`src/sv/crd_pkg.sv`:
```
// Package for the connection retry deadline block.
// Holds the transaction structs, phase and event codes and register reset values.
// No dependencies.
package crd_pkg;

  // Connection phases.
  typedef enum logic [2:0] {
    PH_READY      = 3'd0,
    PH_CONNECTING = 3'd1,
    PH_AWAITING   = 3'd2,
    PH_CONNECTED  = 3'd3,
    PH_WAITING    = 3'd4
  } phase_e;

  // Event codes carried by an input transaction.
  typedef enum logic [2:0] {
    FN_QUERY     = 3'd0,
    FN_ATTEMPT   = 3'd1,
    FN_TRANSPORT = 3'd2,
    FN_ALIVE     = 3'd3,
    FN_READY     = 3'd4,
    FN_FAILED    = 3'd5
  } func_e;

  // Configuration register indexes.
  localparam int unsigned CfgIdxW = 2;
  localparam logic [CfgIdxW-1:0] CFG_RETRY_DELAY     = 2'd0;
  localparam logic [CfgIdxW-1:0] CFG_CONNECT_TIMEOUT = 2'd1;
  localparam logic [CfgIdxW-1:0] CFG_APP_TIMEOUT     = 2'd2;

  localparam logic [31:0] RETRY_DELAY_RST     = 32'd1000;
  localparam logic [31:0] CONNECT_TIMEOUT_RST = 32'd5000;
  localparam logic [31:0] APP_TIMEOUT_RST     = 32'd10000;

  typedef struct packed {
    logic [2:0]  func;
    logic [63:0] now_time;
  } crd_in_t;

  typedef struct packed {
    logic [2:0]  phase_now;
    logic        may_start;
    logic        attempt_expired;
    logic        application_expired;
    logic [31:0] wait_left;
  } crd_out_t;

  // Configuration values handed from the register file to the core.
  typedef struct packed {
    logic [31:0] retry_delay;
    logic [31:0] connect_timeout;
    logic [31:0] application_timeout;
  } crd_cfg_t;

endpackage

```
`src/sv/crd_cfg_regs.sv`:
```
// Configuration register file of the connection retry deadline block.
// Depends on crd_pkg.
module crd_cfg_regs (
  input  logic                         clk_i,
  input  logic                         rst_ni,
  input  logic                         cfg_we_i,
  input  logic [crd_pkg::CfgIdxW-1:0]  cfg_idx_i,
  input  logic [31:0]                  cfg_wdata_i,
  output crd_pkg::crd_cfg_t            cfg_o
);

  crd_pkg::crd_cfg_t cfg_q;

  // Writes to an index beyond the register list are dropped.
  always_ff @(posedge clk_i or negedge rst_ni) begin
    if (!rst_ni) begin
      cfg_q.retry_delay         <= crd_pkg::RETRY_DELAY_RST;
      cfg_q.connect_timeout     <= crd_pkg::CONNECT_TIMEOUT_RST;
      cfg_q.application_timeout <= crd_pkg::APP_TIMEOUT_RST;
    end else if (cfg_we_i) begin
      case (cfg_idx_i)
        crd_pkg::CFG_RETRY_DELAY:     cfg_q.retry_delay         <= cfg_wdata_i;
        crd_pkg::CFG_CONNECT_TIMEOUT: cfg_q.connect_timeout     <= cfg_wdata_i;
        crd_pkg::CFG_APP_TIMEOUT:     cfg_q.application_timeout <= cfg_wdata_i;
        default: ;
      endcase
    end
  end

  assign cfg_o = cfg_q;

endmodule

```
`src/sv/crd_core.sv`:
```
// Phase and deadline state machine of the connection retry deadline block.
// Applies one event per cycle while fire_i is high; result uses the state after it.
// Depends on crd_pkg.
module crd_core (
  input  logic               clk_i,
  input  logic               rst_ni,
  input  crd_pkg::crd_cfg_t  cfg_i,
  input  logic               fire_i,
  input  crd_pkg::crd_in_t   item_i,
  output crd_pkg::crd_out_t  res_o
);

  crd_pkg::phase_e phase_q, phase_d;
  logic [63:0]     deadline_q, deadline_d;

  logic        upd;
  logic [31:0] dly;
  logic        app_on;
  logic [64:0] sum;
  logic        ovf;
  logic [31:0] left_set;
  logic [64:0] diff;
  logic        reached_hold;
  logic [31:0] left_hold;
  logic        reached;
  logic [31:0] left_raw;

  assign app_on = (cfg_i.application_timeout != 32'd0);

  // Next phase and which delay, if any, sets the new deadline.
  always_comb begin
    phase_d = phase_q;
    upd     = 1'b0;
    dly     = cfg_i.connect_timeout;
    case (crd_pkg::func_e'(item_i.func))
      crd_pkg::FN_ATTEMPT: begin
        phase_d = crd_pkg::PH_CONNECTING;
        upd     = 1'b1;
        dly     = cfg_i.connect_timeout;
      end
      crd_pkg::FN_TRANSPORT: begin
        if (app_on) begin
          phase_d = crd_pkg::PH_AWAITING;
          upd     = 1'b1;
        end
        dly = cfg_i.application_timeout;
      end
      crd_pkg::FN_ALIVE: begin
        upd = app_on && (phase_q == crd_pkg::PH_CONNECTED);
        dly = cfg_i.application_timeout;
      end
      crd_pkg::FN_READY: begin
        if (app_on) begin
          phase_d = crd_pkg::PH_CONNECTED;
          upd     = 1'b1;
        end
        dly = cfg_i.application_timeout;
      end
      crd_pkg::FN_FAILED: begin
        phase_d = crd_pkg::PH_WAITING;
        upd     = 1'b1;
        dly     = cfg_i.retry_delay;
      end
      default: ;
    endcase
  end

  // Saturating deadline sum. When it saturates, the distance left is the
  // complement of the current time, which is below the delay.
  assign sum        = {1'b0, item_i.now_time} + {33'd0, dly};
  assign ovf        = sum[64];
  assign deadline_d = upd ? (ovf ? {64{1'b1}} : sum[63:0]) : deadline_q;
  assign left_set   = ovf ? ~item_i.now_time[31:0] : dly;

  // Distance to an unchanged deadline, computed alongside the sum.
  assign diff         = {1'b0, deadline_q} - {1'b0, item_i.now_time};
  assign reached_hold = diff[64] || (diff[63:0] == 64'd0);
  assign left_hold    = (diff[63:32] != 32'd0) ? {32{1'b1}} : diff[31:0];

  assign reached  = upd ? (left_set == 32'd0) : reached_hold;
  assign left_raw = upd ? left_set : left_hold;

  // Result fields from the phase after the event.
  always_comb begin
    res_o.phase_now           = phase_d;
    res_o.may_start           = 1'b0;
    res_o.attempt_expired     = 1'b0;
    res_o.application_expired = 1'b0;
    res_o.wait_left           = 32'd0;
    case (phase_d)
      crd_pkg::PH_READY: begin
        res_o.may_start = 1'b1;
      end
      crd_pkg::PH_CONNECTING: begin
        res_o.attempt_expired = reached;
        res_o.wait_left       = reached ? 32'd0 : left_raw;
      end
      crd_pkg::PH_AWAITING, crd_pkg::PH_CONNECTED: begin
        res_o.application_expired = reached;
        res_o.wait_left           = {32{1'b1}};
      end
      crd_pkg::PH_WAITING: begin
        res_o.may_start = reached;
        res_o.wait_left = reached ? 32'd0 : left_raw;
      end
      default: ;
    endcase
  end

  // State update when a transaction moves into the result register.
  always_ff @(posedge clk_i or negedge rst_ni) begin
    if (!rst_ni) begin
      phase_q    <= crd_pkg::PH_READY;
      deadline_q <= 64'd0;
    end else if (fire_i) begin
      phase_q    <= phase_d;
      deadline_q <= deadline_d;
    end
  end

endmodule

```
`src/sv/connect_retry_deadline_fsm.sv`:
```
// Connection retry deadline supervisor: input register, event core and result
// register. Depends on crd_pkg, crd_cfg_regs and crd_core.
//
// Usage:
//   Input transactions (in_data_i: event code and current time in ms) are
//   accepted on a rising edge with in_valid_i high and in_stall_o low.
//   Every input transaction yields exactly one result transaction on
//   out_data_o, taken on an edge with out_valid_o high and out_stall_i low.
//   After acceptance the transaction sits in the input register, then the
//   phase/deadline update and result forming load the result register.
//   Throughput is one transaction per cycle while the receiver does not
//   stall, set by the combinational saturating 64-bit add and compare in
//   the core. When the receiver stalls, the result register holds its
//   value and the input register fills; in_stall_o rises once both are
//   occupied and the stall persists. Configuration registers are written
//   through cfg_we_i, cfg_idx_i and cfg_wdata_i; unknown indexes are
//   ignored. The user must write them only while the block is idle; the
//   block itself does not enforce this. Reset empties both pipeline
//   registers, sets the phase to ready with a zero deadline and loads the
//   register defaults.
module connect_retry_deadline_fsm (
  input  logic                         clk_i,
  input  logic                         rst_ni,
  input  logic                         in_valid_i,
  output logic                         in_stall_o,
  input  crd_pkg::crd_in_t             in_data_i,
  output logic                         out_valid_o,
  input  logic                         out_stall_i,
  output crd_pkg::crd_out_t            out_data_o,
  input  logic                         cfg_we_i,
  input  logic [crd_pkg::CfgIdxW-1:0]  cfg_idx_i,
  input  logic [31:0]                  cfg_wdata_i
);

  crd_pkg::crd_cfg_t cfg;
  crd_pkg::crd_in_t  s1_data_q;
  logic              s1_valid_q;
  crd_pkg::crd_out_t out_data_q;
  logic              out_valid_q;
  crd_pkg::crd_out_t res;
  logic              advance;
  logic              fire;
  logic              in_take;

  crd_cfg_regs u_cfg (
    .clk_i       (clk_i),
    .rst_ni      (rst_ni),
    .cfg_we_i    (cfg_we_i),
    .cfg_idx_i   (cfg_idx_i),
    .cfg_wdata_i (cfg_wdata_i),
    .cfg_o       (cfg)
  );

  // Pipeline handshake: the result register frees when empty or taken.
  assign advance    = !out_valid_q || !out_stall_i;
  assign fire       = s1_valid_q && advance;
  assign in_stall_o = s1_valid_q && !advance;
  assign in_take    = in_valid_i && !in_stall_o;

  crd_core u_core (
    .clk_i  (clk_i),
    .rst_ni (rst_ni),
    .cfg_i  (cfg),
    .fire_i (fire),
    .item_i (s1_data_q),
    .res_o  (res)
  );

  // Input register.
  always_ff @(posedge clk_i or negedge rst_ni) begin
    if (!rst_ni) begin
      s1_valid_q <= 1'b0;
    end else if (advance || !s1_valid_q) begin
      s1_valid_q <= in_valid_i;
    end
  end

  always_ff @(posedge clk_i) begin
    if (in_take) begin
      s1_data_q <= in_data_i;
    end
  end

  // Result register.
  always_ff @(posedge clk_i or negedge rst_ni) begin
    if (!rst_ni) begin
      out_valid_q <= 1'b0;
    end else if (advance) begin
      out_valid_q <= s1_valid_q;
    end
  end

  always_ff @(posedge clk_i) begin
    if (fire) begin
      out_data_q <= res;
    end
  end

  assign out_valid_o = out_valid_q;
  assign out_data_o  = out_data_q;

endmodule

```
`config.mk`:
```
export PLATFORM = sky130hd
export DESIGN_NAME = connect_retry_deadline_fsm
export DESIGN_NICKNAME = d
export VERILOG_FILES = /design/src/sv/crd_pkg.sv /design/src/sv/crd_cfg_regs.sv /design/src/sv/crd_core.sv /design/src/sv/connect_retry_deadline_fsm.sv
export SDC_FILE = /design/constraint.sdc
export NUM_CORES = 1
export LEC_CHECK = 0
export BUFFER_PORTS_ARGS = -buffer_cell sky130_fd_sc_hd__buf_2
export CAP_MARGIN = 25
export CORE_MARGIN = 8
export CORE_UTILIZATION = 31
export CTS_CLUSTER_DIAMETER = 50
export DETAILED_ROUTE_END_ITERATION = 8
export GPL_TIMING_DRIVEN = 0
export PLACE_DENSITY_LB_ADDON = 0.15
export SLEW_MARGIN = 40
export SYNTH_ARGS = -nofsm -noshare
export SYNTH_HDL_FRONTEND = slang
export SYNTH_SLANG_ARGS = --single-unit
```
`constraint.sdc`:
```
create_clock -name clk_i -period 6.6 [get_ports clk_i]
set_clock_uncertainty 0.15 [all_clocks]
set_input_delay 1.32 -clock clk_i [delete_from_list [all_inputs] [get_ports clk_i]]
set_output_delay 1.32 -clock clk_i [all_outputs]
set_load 0.03 [all_outputs]
```
==> flow_metrics.tcl, run 1 <==
set metrics [dict create \
    cts_made_buffers 41 \
    yosysTopAreaCell "dfrtp_1" \
    seq_area_sq_um 7300 \
    synth_area_sq_um 19100 \
    fillers 6316 \
    grt_first_pass_wirelength_um 111000 \
    synthFlopType "dfrtp_1" \
    path_buf_inv 5 \
    pre_cts_ws_ps -849 \
    crit_family "compound AO/OA/AOI/OAI gates" \
    drt-wirelength-per-cell_um 24.0 \
    path_class "reg -> reg" \
    portBuffers 145 \
    wirelength_um 74100 \
    slew_viol_final 0 \
    start_util_pct 31.1 \
    final.min_clock_period_ps 6350 \
    die_w_um 264 \
    root_buffer "clkbuf_16" \
    synthTopCellsByArea "dfrtp_1, edfxtp_1, ha_1" \
    ir_drop_v 0.000159 \
    core_sq_um 61300 \
    power_density_nw_per_um2 377 \
    cp.required_ps 6810 \
    synth_top_cell_area_share_pct 19.6 \
    fmax_ghz 0.158 \
    first_global_vias 17000 \
    clock-sinks 270 \
    dp.final_hpwl_um 59600 \
    cpPeakStageDelay_ps 560 \
    cts_setup_buffers 0 \
    rows 91 \
    vias 17200 \
    multi_input_area_sq_um 11000 \
    drt_first_pass_iters 5 \
    viasPerCell 5.59 \
    finalPower_w 0.00843 \
    clockBufferDepth 3 \
    die-area_sq_um 69700 \
    drv_cap 0 \
    antenna_found_initial 1 \
    io_pins 146 \
    htree_levels 2 \
    rsz0062_at_grt "no" \
    tritoncts "built" \
    clock_latency_ps 580 \
    grt_usage_pct 20.7 \
    slew_headroom_pct 45.3 \
    cts_hold_buf 0 \
    post-route-period-util_pct 96.2 \
    worst_pin_slew_ps 814 \
    grt_overflow 0 \
    diodes 0 \
    power_leakage_nw 9.10 \
    drive_above_1_share_pct 20.0 \
    synth_cell_types 92 \
    clk_pin_slew_ps 60 \
    yosys_warnings 0 \
    synthArstFlopShare_pct 61.1 \
    synth-seq-cells 270 \
    drtIter0Drc 1413 \
    synth_edf_count 105 \
    fin_ws_ps 253 \
    outcome "finished, final reports clean" \
    area_delta_synth_final_pct 17.4 \
    crit_slowest_cell "a2111oi_4" \
    avgSynthCellArea_sq_um 9.22 \
    postRouteAntennaNets 0 \
    syn_inst 2067 \
    hold_path_class "reg -> reg" \
    synth_nets 2271 \
    num-nets-final 2465 \
    path_common_cell "clkbuf_2" \
    grt_max_degree 68 \
    finalHoldViolations 0 \
    synth-seq-area-share_pct 38.3 \
    worstPathArrival_ps 6560 \
    die_y_um 264 \
    end_kind "register" \
    cp_max_fo 10 \
    route.detailed.drc 0 \
    finalSetupViolCount 0 \
    globalplace.congestion 0.936 \
    critPathLaunchType "register" \
    crit_chain "buf_2 -> clkbuf_2 -> clkbuf_2 -> clkbuf_2 -> nor2_1 -> a211oi_1 -> a21oi_1 -> ha_1 -> o21a_1 -> o31a_1 -> o31ai_1 -> o211ai_2 -> a221oi_2 -> or3_1 -> a2111oi_4 -> clkbuf_1 -> nor2_1 -> a21oi_1 -> o22ai_1 -> o21ai_0" \
]
cell usage in the layout, fill, tap and decap left out, drive strengths merged, types with 8 or more instances in the layout:
| cell | instances |
|---|---|
| nand3 | 36 |
| inv | 99 |
| or3 | 10 |
| mux2i | 76 |
| clkbuf | 121 |
| o22ai | 9 |
| o21bai | 8 |
| nor2 | 155 |
| o31ai | 13 |
| a31oi | 33 |
| a21oi | 175 |
| mux2 | 98 |
| xnor2 | 64 |
| o21a | 19 |
| nand2b | 23 |
| nor4 | 29 |
| edfxtp | 105 |
| nor2b | 12 |
| a211oi | 26 |
| nor3 | 29 |
| and2 | 13 |
| dfstp | 16 |
| o2111ai | 8 |
| o21ai | 181 |
| clkinv | 13 |
| dfrtp | 149 |
| a221oi | 30 |
| nand4 | 65 |
| a21o | 36 |
| xor2 | 30 |
| ha | 96 |
| a2111oi | 9 |
| nand2 | 214 |
| and3 | 13 |
| buf | 185 |
path summary, 6_finish.rpt:
path | startpoint | cells past startpoint | endpoint | slack, ps
worst min-delay path | u_core.phase_q[1] | 2 | u_core.phase_q[1] | 330
worst max-delay path | s1_data_q[65] | 20 | out_data_o[22] | 250
max in group asynchronous | rst_ni | 3 | u_cfg.cfg_o[4] | 4720
worst min register to register | u_core.phase_q[1] | 2 | u_core.phase_q[1] | 330
min in group asynchronous | rst_ni | 1 | u_cfg.cfg_o[25] | 520
worst max register to register | s1_data_q[65] | 20 | out_data_o[22] | 250
area by class of cell:
| cell class | count | area share (%) |
|---|---|---|
| Sequential cell | 270 | 32.6 |
| Tap cell | 790 | 4.42 |
| Clock buffer | 49 | 4.81 |
| Clock inverter | 27 | 1.26 |
| Inverter | 93 | 1.56 |
| Timing Repair Buffer | 152 | 3.88 |
| Buffer | 105 | 2.20 |
| Multi-Input combinational cell | 1598 | 49.2 |
stage by stage:
| stage | utilization [%] | hold slack [ps] | area [sq um] | setup TNS, ps | cells |
|---|---|---|---|---|---|
| 6_report | 36.5 | 329 | 22400 | 0 | 3084 |
| 2_1_floorplan | - | 293 | 19100 | 0 | 2067 |
| 4_1_cts | 36.5 | 337 | 22400 | 0 | 3084 |
| 3_3_place_gp | 33.9 | 321 | 20800 | -68930 | 3002 |
| 3_5_place_dp | 34.3 | 325 | 21000 | -39100 | 3009 |
| 5_1_grt | 36.5 | 358 | 22400 | 0 | 3084 |
logic make-up after synthesis:
kind of cell	count (synthesis)	synth area share [%]
AND/OR/NAND/NOR	634	16.2
AO/OA/AOI/OAI	598	20.7
flip-flops	270	38.3
buffers and inverters	199	4.22
multiplexers	174	9.78
adder cells (fa/ha/maj)	98	6.51
XOR/XNOR	94	4.32
tightest hold or removal path, stage by stage, from the launching register on:
cell	delay (ps)
dfrtp_1	340
nand2_1	40
o21ai_0	60
layer usage:
layer  vias up  global-route usage (%)  routed length [um]
li1       8037                       -                   -
met1      8569                    30.0               35600
met2       527                    31.9               32400
met3       100                    2.68                3980
met4         0                    5.87                2070
met5         -                       0                   0
sequential cells by signal (all words and copies together) (netlist names):
signal and cells:
s1_data_q 67, out_data_o 38, u_cfg.cfg_o 96, u_core.deadline_q 64, u_core.phase_q 3, s1_valid_q 1, out_valid_o 1
cell usage after synthesis, types with 22 or more instances:
cell type    n
ha_1        96
nand2b_1    23
xnor2_1     64
nor4_1      27
mux2i_1     76
dfrtp_1    149
nand2_1    213
xor2_1      30
inv_1       93
a21o_1      36
a21oi_1    173
mux2_2      98
nand4_1     64
nor3_1      27
a221oi_2    22
edfxtp_1   105
nor2_1     155
o21ai_0    174
clkbuf_1    71
a211oi_1    22
buf_2       22
nand3_1     36
a31oi_1     33
power by group:
group | switching (W) | leakage (nW) | internal (W)
Combinational | 0.00255 | 5.56 | 0.00135
Clock | 0.000876 | 0.647 | 0.00127
Sequential | 0.000254 | 2.90 | 0.00213
repair_timing:
item / CTS / global route
pin swaps: 0 / 1
hold endpoints to repair: 0 / 0
setup endpoints to repair: 88 / 61
resized for setup: 16 / 25
No activity file was read; power rests on OpenSTA's default activity.
==> run 2: changes to the inputs <==
--- a/config.mk
+++ b/config.mk
@@ -12,7 +12,7 @@
 export CTS_CLUSTER_DIAMETER = 50
 export DETAILED_ROUTE_END_ITERATION = 8
 export GPL_TIMING_DRIVEN = 0
-export PLACE_DENSITY_LB_ADDON = 0.15
+export PLACE_DENSITY = 0.49
 export SLEW_MARGIN = 40
 export SYNTH_ARGS = -nofsm -noshare
 export SYNTH_HDL_FRONTEND = slang
==> constraint.sdc (replaced) <==
create_clock -name clk_i -period 7.8 [get_ports clk_i]
set_clock_uncertainty 0.15 [all_clocks]
set_input_delay 1.56 -clock clk_i [delete_from_list [all_inputs] [get_ports clk_i]]
set_output_delay 1.56 -clock clk_i [all_outputs]
set_load 0.03 [all_outputs]
==> run 2 against run 1 <==
Net effect: routed wire length down 0.72%; sequential power is 15% lower; sequential cell count is the same; die area stayed put; largest power group unchanged.
==> flow_metrics.tcl, run 2 (synthesis results as in run 1) <==
set metrics [dict create \
    outcome "finished, final reports clean" \
    rows 91 \
    grt_first_pass_wirelength_um 111000 \
    fin_ws_ps 449 \
    fillers 6236 \
    fmax_ghz 0.136 \
    diodes 0 \
    die_y_um 264 \
    drt_first_pass_iters 7 \
    drtIter0Drc 1416 \
    finalHoldViolations 0 \
    clock-sinks 270 \
    finalSetupViolCount 0 \
    hold_end "u_core.deadline_q[63]" \
    routed.top_layer "met5" \
    hold_path_class "reg -> reg" \
    final_cell_mix "nand2_1, a21oi_1, buf_2, o21ai_0, nor2_1" \
    layout_commonest_cell "nand2_1" \
    reg2reg_depth 22 \
    die_w_um 264 \
    globalplace.congestion 0.922 \
    clock_latency_ps 590 \
    cpPeakStageDelay_ps 570 \
    cts_hold_buf 0 \
    cts_setup_buffers 0 \
    slew_viol_final 0 \
    wl_met2_um 32200 \
    met1_length_um 35200 \
    path_buf_inv 7 \
    core_sq_um 61300 \
    multi_input_area_sq_um 11000 \
    power_leakage_nw 9.12 \
    num-nets-final 2468 \
    crit_chain "buf_2 -> clkbuf_1 -> clkbuf_1 -> clkbuf_2 -> nor2_1 -> a211oi_1 -> a21oi_1 -> ha_1 -> o21a_1 -> o31a_1 -> o31ai_1 -> o211ai_2 -> a221oi_2 -> or3_1 -> and2_0 -> clkbuf_1 -> nor2_1 -> nand2_1 -> or2_2 -> clkbuf_1 -> buf_2 -> a31oi_1" \
    drive_above_1_share_pct 19.3 \
    grt_usage_pct 20.5 \
    drt-wirelength-per-cell_um 23.8 \
    post-route-period-util_pct 94.2 \
    power_density_nw_per_um2 325 \
    start_util_pct 31.1 \
    die-area_sq_um 69700 \
    cts_made_buffers 44 \
    largest_reg_flops 96 \
    root_buffer "clkbuf_16" \
    postPlaceCellArea_sq_um 21000 \
    whs_ps 340 \
    wirelength_um 73600 \
    design_area_sq_um 22500 \
    hp-start "u_core.deadline_q[63]" \
    drv_cap 0 \
    rsz0062_at_grt "no" \
    cp.required_ps 8080 \
    antenna_found_initial 1 \
    rrSetupSlack_ps 450 \
    route.detailed.drc 0 \
    grt_max_degree 67 \
    final.min_clock_period_ps 7350 \
    tns_ps 0 \
    path_class "reg -> reg" \
    end_kind "register" \
    clockBufferDepth 3 \
    crit_family "buffers and inverters" \
    slew_headroom_pct 41.9 \
    htree_levels 2 \
    path_common_cell "clkbuf_1" \
    seq_area_sq_um 7300 \
    viasPerCell 5.53 \
    worstPathArrival_ps 7630 \
    critPathLaunchType "register" \
    io_pins 146 \
    pre_cts_ws_ps 431 \
    crit_slowest_cell "clkbuf_1" \
    reg2reg_to "u_core.deadline_q[30]" \
    postRouteAntennaNets 0 \
    clk_pin_slew_ps 50 \
    cp_max_fo 10 \
    first_global_vias 17100 \
    area_delta_synth_final_pct 17.8 \
    grt_overflow 0 \
    met3_wirelength_um 4300 \
    tritoncts "built" \
    vias 17100 \
    worstHoldPathCells 2 \
    ir_drop_v 0.000134 \
    dp.final_hpwl_um 59100 \
    portBuffers 145 \
    worst_pin_slew_ps 865 \
    rr_startpoint "s1_data_q[65]" \
]
==> run 2: final cells by class <==
cell class | count | area share [%]
buffer | 106 | 2.07
clock buffer | 52 | 5.31
clock inverter | 30 | 1.38
inverter | 93 | 1.55
multi-input combinational | 1598 | 49.0
sequential | 270 | 32.5
tap | 790 | 4.40
timing repair buffer | 151 | 3.78
==> run 2: power by group <==
group          switching (W)  total [W]  internal [W]  leakage [nW]
logic                0.00215    0.00329       0.00114          5.48
clock network       0.000795    0.00199       0.00120         0.740
registers           0.000217    0.00202       0.00180          2.90
==> run 2: per-layer routing <==
layer | GRT usage [%] | vias to the layer above
li1 | - | 8055
met1 | 29.2 | 8431
met2 | 31.8 | 503
met3 | 3.58 | 94
met4 | 5.32 | 2
met5 | 0 | -
==> run 2: metrics by stage <==
| step | cells | power (W) | util, % |
|---|---|---|---|
| final | 3090 | 0.00730 | 36.7 |
| after global routing | 3090 | 0.00773 | 36.7 |
| after floorplan | 2067 | 0.00421 | - |
| after CTS | 3090 | 0.00730 | 36.7 |
| after detailed placement | 3008 | 0.00526 | 34.2 |
| after global placement | 3002 | 0.00523 | 33.9 |
==> run 2: worst max path at each step <==
stage                             start                     to  slack, ps  depth (start not counted)
after CTS                 s1_data_q[65]  u_core.deadline_q[30]        390                         22
after global routing      s1_data_q[65]  u_core.deadline_q[30]        120                         22
after detailed placement  s1_data_q[65]  u_core.deadline_q[54]        430                         22
after floorplan           s1_data_q[65]         out_data_o[10]       2690                         21
after global placement    s1_data_q[65]  u_core.deadline_q[57]        250                         20
final                     s1_data_q[65]  u_core.deadline_q[30]        450                         22
==> run 2: what timing repair did <==
item	in CTS	in global routing
hold endpoints to repair	0	0
gates resized for setup	0	2
setup endpoints to repair	0	10
==> run 2: worst reg2reg max path, stage by stage, from the launching register on <==
cell and delay [ps]:
edfxtp_1 310, buf_2 190, clkbuf_1 500, clkbuf_1 570
clkbuf_2 410, nor2_1 90, a211oi_1 250, a21oi_1 140
ha_1 420, o21a_1 200, o31a_1 190, o31ai_1 490
o211ai_2 190, a221oi_2 460, or3_1 260, and2_0 180
clkbuf_1 410, nor2_1 340, nand2_1 250, or2_2 150
clkbuf_1 470, buf_2 420, a31oi_1 140
==> run 3: changes to the inputs <==
--- a/config.mk
+++ b/config.mk
@@ -5,7 +5,7 @@
 export SDC_FILE = /design/constraint.sdc
 export NUM_CORES = 1
 export LEC_CHECK = 0
-export BUFFER_PORTS_ARGS = -buffer_cell sky130_fd_sc_hd__buf_2
+export BUFFER_PORTS_ARGS = -buffer_cell sky130_fd_sc_hd__buf_4
 export CAP_MARGIN = 25
 export CORE_MARGIN = 8
 export CORE_UTILIZATION = 31
==> run 3 against run 2 <==
Net effect: clock power down 3%; total power decreased by 0.24%; critical path depth did not move; combinational power grew 2%; non-clock buffer count is 1 lower; first-iteration DRC count down 9.1%.
==> flow_metrics.tcl, run 3 (synthesis results as in run 1) <==
set metrics [dict create \
    drive_above_1_share_pct 19.0 \
    post-place-cells 3007 \
    final.min_clock_period_ps 7430 \
    clockBufferDepth 3 \
    num-nets-final 2467 \
    slew_headroom_pct 40.1 \
    path_class "reg -> reg" \
    vias 17100 \
    path_buf_inv 8 \
    critPathLaunchType "register" \
    drt_first_pass_iters 5 \
    startpoint "s1_data_q[65]" \
    crit_slowest_cell "buf_1" \
    cts_made_buffers 44 \
    crit_family "buffers and inverters" \
    grt_first_pass_wirelength_um 112000 \
    drtIter0Drc 1287 \
    io_pins 146 \
    ir_drop_v 0.000143 \
    core_sq_um 61300 \
    drt-wirelength-per-cell_um 24.0 \
    finalSetupViolCount 0 \
    root_buffer "clkbuf_16" \
    post-route-period-util_pct 95.2 \
    drv_cap 0 \
    final_cell_mix "nand2_1, a21oi_1, o21ai_0, nor2_1, dfrtp_1" \
    clk_pin_slew_ps 60 \
    cp_max_fo 10 \
    cp.required_ps 8080 \
    power_density_nw_per_um2 320 \
    rows 91 \
    rrSetupSlack_ps 370 \
    path_common_cell "clkbuf_1" \
    clock-sinks 270 \
    power_leakage_nw 9.20 \
    slew_viol_final 0 \
    largest_reg_flops 96 \
    wirelength_um 74100 \
    hp-start "u_core.phase_q[1]" \
    crit_chain "buf_2 -> clkbuf_1 -> buf_1 -> clkbuf_1 -> o21ai_0 -> a21oi_1 -> inv_1 -> ha_1 -> nor2b_1 -> o31a_1 -> o31ai_1 -> o211ai_2 -> a221oi_2 -> or3_1 -> and2_0 -> clkbuf_1 -> nor2_1 -> nand2_1 -> or2_2 -> clkbuf_1 -> buf_2 -> a31oi_1" \
    fmax_ghz 0.135 \
    portBuffers 145 \
    diodes 0 \
    end_kind "register" \
    layout_commonest_cell "nand2_1" \
    grt_max_degree 72 \
    dp.final_hpwl_um 59700 \
    rr_startpoint "s1_data_q[65]" \
    instances_no_fill 3089 \
    grt_overflow 0 \
    outcome "finished, final reports clean" \
    hold_path_class "reg -> reg" \
    clock_latency_ps 600 \
    start_util_pct 31.1 \
    htree_levels 2 \
    worst_pin_slew_ps 889 \
    cts_hold_buf 0 \
    viasPerCell 5.55 \
    tns_ps 0 \
    fillers 6312 \
    die_y_um 264 \
    cpPeakStageDelay_ps 550 \
    rsz0062_at_grt "no" \
    first_global_vias 17200 \
    finalHoldViolations 0 \
    grt_usage_pct 20.8 \
    postRouteAntennaNets 0 \
    antenna_found_initial 0 \
    die_w_um 264 \
    worstPathArrival_ps 7710 \
    globalplace.congestion 0.937 \
    area_delta_synth_final_pct 19.4 \
    route.detailed.drc 0 \
    die-area_sq_um 69700 \
    tritoncts "built" \
]
[run 3: cell types whose count changed in the layout (fill, tap and decap cells not counted), sizes merged]
cell and delta:
clkinv +6, clkbuf -4, clkinvlp +1, inv -4
[run 3: worst min-delay path: stages, from the launching register on]
cell and delay, ps:
dfrtp_1 350, nand2_1 50, o21ai_0 60
[run 3: layout make-up]
cell class | count | area [sq um] | area share (%)
well taps | 790 | 988 | 4.34
multi-input cells | 1598 | 11000 | 48.3
clock inverters | 33 | 329 | 1.45
flip-flops and latches | 270 | 7300 | 32.1
repair buffers | 150 | 1200 | 5.28
inverters | 93 | 349 | 1.53
plain buffers | 106 | 463 | 2.03
clock buffers | 49 | 1130 | 4.96
[run 3: metal layers]
| metal | global-route usage [%] | part of all wire (%) | vias to the layer above | wire (um) |
|---|---|---|---|---|
| li1 | - | - | 8056 | - |
| met4 | 5.98 | 2.9 | 0 | 2130 |
| met3 | 3.62 | 5.9 | 107 | 4350 |
| met5 | 0 | 0 | - | 0 |
| met1 | 30.0 | 48 | 8439 | 35600 |
| met2 | 31.5 | 43 | 539 | 32000 |
[run 3: final timing paths]
path | end | cells after the start
max in group asynchronous | u_core.deadline_q[28] | 2
max | u_core.deadline_q[52] | 22
min reg2reg | u_core.phase_q[1] | 2
min | u_core.phase_q[1] | 2
max reg2reg | u_core.deadline_q[52] | 22
min in group asynchronous | u_cfg.cfg_o[57] | 1
[run 3: report_power, final]
| part | switching (W) | internal [W] |
|---|---|---|
| Sequential | 0.000215 | 0.00180 |
| Combinational | 0.00217 | 0.00117 |
| Clock | 0.000784 | 0.00114 |
[run 3: repair_timing]
item,CTS,global route
buffers inserted,0,0
resized for setup,0,2
setup endpoints to repair,0,10
[run 3: stage by stage]
| step | total power [W] | setup WS, ps | util (%) | hold WS, ps | cell area (sq um) |
|---|---|---|---|---|---|
| CTS | 0.00729 | 303 | 37.2 | 342 | 22800 |
| detailed placement | 0.00531 | 365 | 34.8 | 331 | 21300 |
| global route | 0.00772 | 101 | 37.2 | 359 | 22800 |
| global placement | 0.00528 | 235 | 34.5 | 321 | 21100 |
| floorplan | 0.00421 | 2690 | - | 293 | 19100 |
| finish | 0.00728 | 374 | 37.2 | 338 | 22800 |
